[config.mk]
export PLATFORM = sky130hd
export DESIGN_NAME = double_hash_table_insert
export DESIGN_NICKNAME = d
export VERILOG_FILES = /design/src/rtl/core/dht_pkg.sv /design/src/rtl/core/dht_ram.sv /design/src/rtl/core/double_hash_table_insert.sv
export SDC_FILE = /design/constraint.sdc
export NUM_CORES = 1
export LEC_CHECK = 0
export ABC_CLOCK_PERIOD_IN_PS = 12200
export BUFFER_PORTS_ARGS = -buffer_cell sky130_fd_sc_hd__clkbuf_2
export CELL_PAD_IN_SITES_DETAIL_PLACEMENT = 0
export CELL_PAD_IN_SITES_GLOBAL_PLACEMENT = 1
export CORE_AREA = 10 10 240 242
export CTS_BUF_LIST = sky130_fd_sc_hd__clkbuf_2
export CTS_CLUSTER_DIAMETER = 30
export CTS_CLUSTER_SIZE = 16
export DETAILED_ROUTE_END_ITERATION = 16
export DIE_AREA = 0 0 250 252
export GPL_ROUTABILITY_DRIVEN = 0
export PLACE_DENSITY_LB_ADDON = 0.1
export REMOVE_ABC_BUFFERS = 1
export SLEW_MARGIN = 20
export SYNTH_ARGS = -nofsm -noshare
export SYNTH_HDL_FRONTEND = slang
export SYNTH_SLANG_ARGS = --single-unit
export TNS_END_PERCENT = 5
[constraint.sdc]
create_clock -name clk -period 12.2 [get_ports clk]
set_input_delay 1.83 -clock clk [delete_from_list [all_inputs] [get_ports clk]]
set_output_delay 1.83 -clock clk [all_outputs]
set_load 0.1 [all_outputs]
[src/rtl/core/dht_pkg.sv]
package dht_pkg;

	typedef enum logic [1:0] {
		STAT_STORED = 2'd0,
		STAT_FULL   = 2'd1,
		STAT_ZERO   = 2'd2
	} dht_status_t;

	typedef enum logic [5:0] {
		ST_CLEAR = 6'b000001,
		ST_IDLE  = 6'b000010,
		ST_HASH1 = 6'b000100,
		ST_HASH2 = 6'b001000,
		ST_HASH3 = 6'b010000,
		ST_PROBE = 6'b100000
	} dht_state_t;

	localparam int unsigned COUNT_MAX = 15;
	localparam int unsigned PSUM_MAX  = 127;

endpackage

[src/rtl/core/dht_ram.sv]
module dht_ram #(
	parameter int WIDTH = 16,
	parameter int DEPTH = 11
) (
	input  logic                     clk,
	input  logic                     we,
	input  logic [$clog2(DEPTH)-1:0] waddr,
	input  logic [WIDTH-1:0]         wdata,
	input  logic [$clog2(DEPTH)-1:0] raddr,
	output logic [WIDTH-1:0]         rdata
);

	logic [WIDTH-1:0] mem [DEPTH];

	always_ff @(posedge clk) begin
		if (we) begin
			mem[waddr] <= wdata;
		end
		rdata <= mem[raddr];
	end

endmodule

[src/rtl/core/double_hash_table_insert.sv]
// A zero key gives its result in the cycle after the request and leaves busy low.
// For a nonzero key, the states HASH1, HASH2 and HASH3 compute the hashes, then one slot
// is read from the table memory per cycle, n slots in all (1 to TABLE_SIZE), and the
// next request is taken as the result shows.
// After reset, busy stays high while every slot of the table memory is cleared.
// The result strobe done is high for one cycle per request.
module double_hash_table_insert
	import dht_pkg::*;
#(
	parameter int TABLE_SIZE = 11,
	parameter int KEY_BITS   = 16
) (
	input  logic        clk,
	input  logic        arst_n,
	input  logic        start,
	output logic        busy,
	input  logic [15:0] key,
	output logic        done,
	output logic [3:0]  slot,
	output logic [3:0]  probes,
	output logic [1:0]  status,
	output logic [3:0]  stored_count,
	output logic [6:0]  probe_total
);

	localparam int KW   = (KEY_BITS < 16) ? KEY_BITS : 16;
	localparam int XW   = KW + 3;
	localparam int SH   = XW + 10;
	localparam int PW   = $clog2(TABLE_SIZE);
	localparam int NW   = $clog2(TABLE_SIZE + 1);
	localparam int CW   = ((XW > PW) ? XW : PW) + 1;
	localparam int SUMW = ((NW > 7) ? NW : 7) + 1;
	localparam logic [SH-1:0] RCP_N = SH'((64'd1 << SH) / TABLE_SIZE);
	localparam logic [SH-1:0] RCP_D = SH'((64'd1 << SH) / (TABLE_SIZE - 1));

	function automatic logic [PW-1:0] adv_pos(input logic [PW-1:0] pos,
		input logic [PW-1:0] step);
		logic [PW:0] sum;
		sum = (PW+1)'(pos) + (PW+1)'(step);
		return (sum >= (PW+1)'(TABLE_SIZE)) ? PW'(sum - (PW+1)'(TABLE_SIZE)) : PW'(sum);
	endfunction

	dht_state_t         state_q;
	logic [PW-1:0]      clr_q;
	logic               done_q;
	logic [3:0]         key_count_q;
	logic [6:0]         psum_q;
	logic [3:0]         slot_q;
	logic [3:0]         probes_q;
	dht_status_t        status_q;

	logic [KW-1:0]      k_q;
	logic [XW-1:0]      x3_s1;
	logic [XW-1:0]      x7_s1;
	logic [XW+SH-1:0]   p3_s2;
	logic [XW+SH-1:0]   p7_s2;
	logic [XW-1:0]      r3_s3;
	logic [XW-1:0]      r7_s3;
	logic [PW-1:0]      step_q;
	logic [PW-1:0]      chk_pos_q;
	logic [PW-1:0]      iss_pos_q;
	logic [NW-1:0]      n_q;

	logic               accept;
	logic               key_zero;
	logic [CW-1:0]      r3_ext;
	logic [CW-1:0]      r7_ext;
	logic [PW-1:0]      home_c;
	logic [PW-1:0]      step_c;
	logic [NW-1:0]      n_new;
	logic [SUMW-1:0]    psum_add;
	logic               slot_empty;
	logic               table_full;

	logic               ram_we;
	logic [PW-1:0]      ram_waddr;
	logic [KEY_BITS-1:0] ram_wdata;
	logic [PW-1:0]      ram_raddr;
	logic [KEY_BITS-1:0] ram_rdata;

	assign accept   = start && (state_q == ST_IDLE);
	assign key_zero = (key[KW-1:0] == '0);

	assign r3_ext = CW'(r3_s3);
	assign r7_ext = CW'(r7_s3);
	assign home_c = (r3_ext >= CW'(TABLE_SIZE)) ? PW'(r3_ext - CW'(TABLE_SIZE)) : PW'(r3_ext);
	assign step_c = ((r7_ext >= CW'(TABLE_SIZE - 1)) ? PW'(r7_ext - CW'(TABLE_SIZE - 1))
		: PW'(r7_ext)) + PW'(1);

	assign n_new      = n_q + NW'(1);
	assign psum_add   = SUMW'(psum_q) + SUMW'(n_new);
	assign slot_empty = (ram_rdata == '0);
	assign table_full = (n_new == NW'(TABLE_SIZE));

	assign ram_we    = (state_q == ST_CLEAR) || ((state_q == ST_PROBE) && slot_empty);
	assign ram_waddr = (state_q == ST_CLEAR) ? clr_q : chk_pos_q;
	assign ram_wdata = (state_q == ST_CLEAR) ? '0 : KEY_BITS'(k_q);
	assign ram_raddr = (state_q == ST_HASH3) ? home_c : iss_pos_q;

	dht_ram #(
		.WIDTH(KEY_BITS),
		.DEPTH(TABLE_SIZE)
	) u_table (
		.clk  (clk),
		.we   (ram_we),
		.waddr(ram_waddr),
		.wdata(ram_wdata),
		.raddr(ram_raddr),
		.rdata(ram_rdata)
	);

	always_ff @(posedge clk or negedge arst_n) begin
		if (!arst_n) begin
			state_q     <= ST_CLEAR;
			clr_q       <= '0;
			done_q      <= 1'b0;
			key_count_q <= '0;
			psum_q      <= '0;
		end else begin
			done_q <= 1'b0;
			unique case (state_q)
				ST_CLEAR: begin
					clr_q <= clr_q + PW'(1);
					if (clr_q == PW'(TABLE_SIZE - 1)) begin
						state_q <= ST_IDLE;
					end
				end
				ST_IDLE: begin
					if (accept) begin
						if (key_zero) begin
							done_q <= 1'b1;
						end else begin
							state_q <= ST_HASH1;
						end
					end
				end
				ST_HASH1: state_q <= ST_HASH2;
				ST_HASH2: state_q <= ST_HASH3;
				ST_HASH3: state_q <= ST_PROBE;
				ST_PROBE: begin
					if (slot_empty) begin
						done_q  <= 1'b1;
						state_q <= ST_IDLE;
						if (key_count_q != 4'(COUNT_MAX)) begin
							key_count_q <= key_count_q + 4'd1;
						end
						psum_q <= (psum_add > SUMW'(PSUM_MAX)) ? 7'(PSUM_MAX) : 7'(psum_add);
					end else if (table_full) begin
						done_q  <= 1'b1;
						state_q <= ST_IDLE;
					end
				end
				default: state_q <= ST_CLEAR;
			endcase
		end
	end

	always_ff @(posedge clk) begin
		unique case (state_q)
			ST_IDLE: begin
				k_q   <= key[KW-1:0];
				x3_s1 <= XW'(key[KW-1:0]) * XW'(3);
				x7_s1 <= XW'(key[KW-1:0]) * XW'(7);
				slot_q   <= '0;
				probes_q <= '0;
				status_q <= STAT_ZERO;
			end
			ST_HASH1: begin
				p3_s2 <= (XW+SH)'(x3_s1) * (XW+SH)'(RCP_N);
				p7_s2 <= (XW+SH)'(x7_s1) * (XW+SH)'(RCP_D);
			end
			ST_HASH2: begin
				r3_s3 <= x3_s1 - p3_s2[XW+SH-1:SH] * XW'(TABLE_SIZE);
				r7_s3 <= x7_s1 - p7_s2[XW+SH-1:SH] * XW'(TABLE_SIZE - 1);
			end
			ST_HASH3: begin
				step_q    <= step_c;
				chk_pos_q <= home_c;
				iss_pos_q <= adv_pos(home_c, step_c);
				n_q       <= '0;
			end
			ST_PROBE: begin
				if (slot_empty) begin
					slot_q   <= 4'(chk_pos_q);
					probes_q <= 4'(n_new);
					status_q <= STAT_STORED;
				end else if (table_full) begin
					slot_q   <= '0;
					probes_q <= 4'(n_new);
					status_q <= STAT_FULL;
				end else begin
					chk_pos_q <= iss_pos_q;
					iss_pos_q <= adv_pos(iss_pos_q, step_q);
					n_q       <= n_new;
				end
			end
			default: begin
			end
		endcase
	end

	assign busy         = (state_q != ST_IDLE);
	assign done         = done_q;
	assign slot         = slot_q;
	assign probes       = probes_q;
	assign status       = status_q;
	assign stored_count = key_count_q;
	assign probe_total  = psum_q;

endmodule

== Word-level counts from Yosys, hierarchy flattened ==
Memories as Yosys holds them, arrays and structs flattened. A register that Yosys moved wholly into a read port is not among the register bits.
Cells that the tools add are included.

* Add/sub/neg operators: 13
* Multiply operators: 6
* Magnitude comparators: 5
* Equal/unequal tests: 16
* Mux-type cells: 39
* Reduce and logical (&&, ||, !) cells: 12

{| class="wikitable"
|+ Operator list
! cell !! number
|-
| $mux W4 || 16
|-
| $mul A19 B26 Y45 const B || 1
|-
| $mul A18 B25 Y43 const B || 1
|-
| $pmux W4 S2 || 5
|-
| $ge A19 B4 Y1 const B || 2
|-
| $pmux W6 S6 || 1
|-
| $logic_not A16 Y1 || 2
|-
| $mux W6 || 5
|-
| $mul A16 B3 Y19 const B || 1
|-
| $mul A16 B4 Y19 const B || 1
|-
| $sub A18 B19 Y19 || 1
|-
| $sub A19 B19 Y19 || 1
|-
| $mul A16 B2 Y18 const B || 1
|-
| $mul A16 B3 Y18 const B || 1
|-
| $add A4 B1 Y4 const B || 4
|-
| $mux W16 || 1
|-
| $sub A4 B4 Y4 const B || 4
|-
| $add A4 B4 Y5 || 2
|-
| $ge A5 B4 Y1 const B || 2
|-
| $add A7 B4 Y8 || 1
|-
| $eq A4 B4 Y1 const B || 2
|-
| $gt A8 B7 Y1 const B || 1
|-
| $ne A2 B2 Y1 const B || 4
|-
| $mux W7 || 1
|-
| other kinds (20) || 30
|}

* Bits in registers: 228
* RAM bits: 176
* Output and inout port bits: 23
* Memories kept: 1

{| class="wikitable"
|+ Memory list
! memory !! words !! width !! read ports !! clocked after Yosys merged registers in !! wr ports !! line !! text
|-
| u_table.mem || 11 || 16 || 1 || 1 || 1 || dht_ram.sv:13 || <nowiki>logic [WIDTH-1:0] mem [DEPTH];</nowiki>
|}

== Longest topological paths before layout ==
* Word-level depth: 7
* Mapped depth: 24
* Gate-level depth less buffers: 24

== Cells and area by module ==
A second synthesis with hierarchy kept.

* Cell total of the unflattened synthesis: 2,588
* Area total of the unflattened synthesis: 29,689.7 sq um

{| class="wikitable"
|+ By module, submodules not included
! module !! times used !! cells each !! area each (sq um) !! sequential area each (sq um)
|-
| double_hash_table_insert || 1 || 2,193 || 22,291.4 || 4,906.0
|-
| dht_ram || 1 || 395 || 7,398.3 || 5,605.4
|}

== Least setup slack after synthesis ==
OpenSTA, ideal clock, no wires.

* Path type: register to register
* Start: reg x3_s1[16]
* End: reg p3_s2[42], data pin
* Arrival time: 6,014 ps
* Setup slack: 5,926 ps
* Stages on the path, launching flop included: 21
* Buffers on the path: 0
* Period minus slack after synthesis: 6,274 ps
* Path through: edfxtp_1 -> fa_1 -> inv_1 -> fa_1 -> fa_1 -> fa_1 -> fa_1 -> inv_1 -> fa_1 -> ha_1 -> and2_1 -> a221oi_1 -> o211ai_1 -> o21ai_0 -> nand3b_1 -> nand3_1 -> a311oi_1 -> a211o_1 -> a31o_2 -> a211oi_1 -> nor2_1

* Cells in the longest elaborated chain, start to end: 1

{| class="wikitable"
|+ RTL lines
! what !! line !! text
|-
| start: declaration || double_hash_table_insert.sv:53 || <nowiki>logic [XW-1:0] x3_s1;</nowiki>
|-
| start signal: assignment || double_hash_table_insert.sv:162 || <nowiki>x3_s1 <= XW'(key[KW-1:0]) * XW'(3);</nowiki>
|-
| $mul A18 B25 Y43 || double_hash_table_insert.sv:169 || <nowiki>p3_s2 <= (XW+SH)'(x3_s1) * (XW+SH)'(RCP_N);</nowiki>
|-
| end signal: assignment || double_hash_table_insert.sv:169 ||
|-
| end: declaration || double_hash_table_insert.sv:55 || <nowiki>logic [XW+SH-1:0] p3_s2;</nowiki>
|}

Every way passes these cells.
A chain may end at the register's enable or synchronous reset.

== Final worst setup path ==
Ends and elaborated chain as after synthesis.

==> run summary <==
Critical path class -> flip-flop to flip-flop
Cell family with most CP delay -> adder cells
Die width -> 250 µm
Worst hold path class -> flip-flop to flip-flop
Crit-path max cell delay -> 0.61 ns
Row cnt -> 84
IO Port Bufs -> 41
Num Clock Sinks -> 359
Number of synthesized flops with an enable pin -> 321
Initial drt markers -> 1010
Io pins -> 42
# resized after CTS -> 0
Synthesis-to-layout area growth -> 6.91%
Ys async rst share -> 6.13%
Core ar. -> 52400 µm²
Slew @ Worst Pin -> 0.941 ns
Worst-path cell with the longest stage delay -> fa_1
Worst-Skew Late Latency -> 1.01 ns
Hold Violations, Final -> 0
#FFs+latches synth -> 359
CTS root buf -> clkbuf_2
Clk slew on worst S/H paths -> 0.13 ns
CP max FO -> 7
Post-synth top area cell -> edfxtp_1
Commonest non-fill, non-tap cell in the layout -> inv_1
Die H -> 252 µm
Worst Path Arrival -> 7.62 ns
Vias post-DR -> 18.4k
First-pass GRT wire length -> 103000 µm
Status -> complete, no violations
CTS tree -> yes
H-Tree Depth -> 3
Worst Path Buf+Inv -> 2
Period utilization -> 56.8%
Setup crit start -> x3_s1[16]$_DFFE_PP_
Fin crit period -> 6.93 ns
Clk buf depth -> 3
Top FF cell, synth -> edfxtp_1
Avg Cell Area, Syn -> 11.2 µm²
Post-DRT Antenna Nets -> 0
WP data required -> 12.89 ns
Max-slew headroom at the worst pin -> 37.1%
Crit path cell chain -> fa_1 > inv_1 > fa_1 > fa_1 > fa_1 > fa_1 > inv_1 > fa_1 > ha_1 > and2_1 > a221oi_1 > o211ai_1 > o21ai_0 > nand3b_1 > nand3_1 > a311oi_1 > a211o_1 > a31o_2 > a211oi_1 > nor2_1
Critical Path Source Type -> flip-flop
Most frequent cells in the layout -> 511 x inv_1, 411 x ha_1, 321 x edfxtp_1, 254 x fa_1, 168 x nor2_1
Total Routing Usage GR -> 20.6%
DR pass1 iterations -> 5
Synth Warn # -> 0
Post-Synthesis Cells -> 2572
Largest net degree at the start of global routing -> 65
Most area-consuming cells after synthesis -> edfxtp_1 33%, ha_1 18%, fa_1 18%
Total Die Area -> 63000 µm²
FF-to-FF setup slack -> 5.27 ns
CTS Buf Count -> 69
Hold Path Origin -> stored_count[0]$_DFFE_PN0P_
Worst R2R Start -> x3_s1[16]$_DFFE_PP_
Hpwl dp -> 49700 µm
Avg WL per Cell -> 18.6 µm
Max-Cap Viols -> 0
Routed WL -> 63500 µm
Worst Clk Skew -> 0.138 ns
Sequential element share of the synthesized area -> 36.5%
GRT overflow -> 0
# setup viols final -> 0
Via density -> 5.38
Initial Util -> 54.9%
Setup TNS -> 0 ns
Postcts setup bufs -> 0
CTS Hold Bufs -> 0
Most frequent CP cell -> fa_1
Top cell type's share of synthesized area -> 33.5%
Vias in the first global route -> 19.2k
Mapped Area -> 28800 µm²
Initial antenna violation count -> 4
Setup crit end kind -> flip-flop
Fin nets -> 3357
Drt drc -> 0
Final Max Slew Viols -> 0
Share of layout cells above drive strength 1 -> 7.84%
Synth cell types -> 75
Fmax -> 0.144 GHz
RSZ-0062 raised after global routing -> false
Fillers -> 4471
-- Yosys cell counts, types with 5 or more instances --
| cell | count |
|---|---|
| nand2b_1 | 13 |
| nor4_1 | 13 |
| xor2_1 | 36 |
| dfrtp_1 | 21 |
| or2_2 | 9 |
| nor3b_1 | 8 |
| nor2_1 | 168 |
| mux2_2 | 6 |
| o21ai_0 | 57 |
| o2111ai_1 | 5 |
| nor2b_1 | 25 |
| or3_1 | 6 |
| o21a_1 | 13 |
| nand3_1 | 37 |
| o21bai_1 | 7 |
| clkbuf_1 | 25 |
| fa_1 | 254 |
| edfxtp_1 | 321 |
| ha_1 | 411 |
| a21boi_0 | 15 |
| a211oi_1 | 9 |
| xnor2_1 | 76 |
| o221ai_1 | 31 |
| a21oi_1 | 97 |
| nand4_1 | 16 |
| mux2i_1 | 34 |
| and3_1 | 8 |
| and2_1 | 21 |
| a21o_1 | 27 |
| nor3_1 | 33 |
| dfxtp_1 | 16 |
| o211ai_1 | 9 |
| nand3b_1 | 6 |
| a31oi_1 | 17 |
| nand2_1 | 147 |
| inv_1 | 512 |
-- cell families (layout without fill, tap and decap cells) --
family / Yosys count / in the layout / synth area share, %
buffers and inverters: 546 / 704 / 7.14
adder cells (fa/ha/maj): 665 / 665 / 35.5
flip-flops: 359 / 359 / 36.5
XOR/XNOR: 112 / 112 / 3.41
AND/OR/NAND/NOR: 522 / 522 / 8.45
AO/OA/AOI/OAI: 328 / 328 / 7.57
other: 0 / 1 / 0
multiplexers: 40 / 40 / 1.42
-- flip-flops by register name, summed over array words and instances, names as in the netlist, 6 cells and up --
signal	flops
r7_s3	19
probe_total	7
u_table.rdata	16
state_q	6
u_table.mem	176
k_q	16
x3_s1	16
p3_s2	15
p7_s2	16
x7_s1	18
r3_s3	19
-- final cells by class --
type                            count  area [µm²]  area share (%)
Multi-Input combinational cell   1667       16300            52.9
Sequential cell                   359       10500            34.1
Inverter                          513        1930            6.26
Tap cell                          688         861            2.80
Clock inverter                     51         454            1.48
Clock buffer                       77         385            1.25
Timing Repair Buffer               63         370            1.20
Antenna cell                        1        2.50         0.00813
-- metal layers --
layer  track usage, %  routed length, µm
met5                0                 33
met4             5.92               1120
met1             26.3              27700
met2             35.5              31400
met3             3.59               3290
-- metrics by stage --
stage               std cells  util, %  setup WS (ns)  instance area [µm²]  hold slack [ns]
floorplan                2539        -           5.93                28700            0.478
global placement         3290     57.1           5.42                29900            0.510
detailed placement       3290     57.1           5.35                29900            0.516
CTS                      3418     58.7           5.27                30800            0.526
global route             3419     58.7           4.95                30800            0.557
finish                   3419     58.7           5.27                30800            0.530
-- final timing paths --
path / end / cells after the start
setup reg to reg: p3_s2[42]$_DFFE_PP_ / 20
max in group asynchronous: state_q[4]$_DFFE_PN0P_ / 1
hold reg to reg: stored_count[0]$_DFFE_PN0P_ / 1
setup / recovery: p3_s2[42]$_DFFE_PP_ / 20
hold / removal: stored_count[0]$_DFFE_PN0P_ / 1
min in group asynchronous: probe_total[0]$_DFFE_PN0P_ / 1
Power is not shown: default switching activity piles up to over one toggle a cycle in this logic, so the estimate is an artifact.
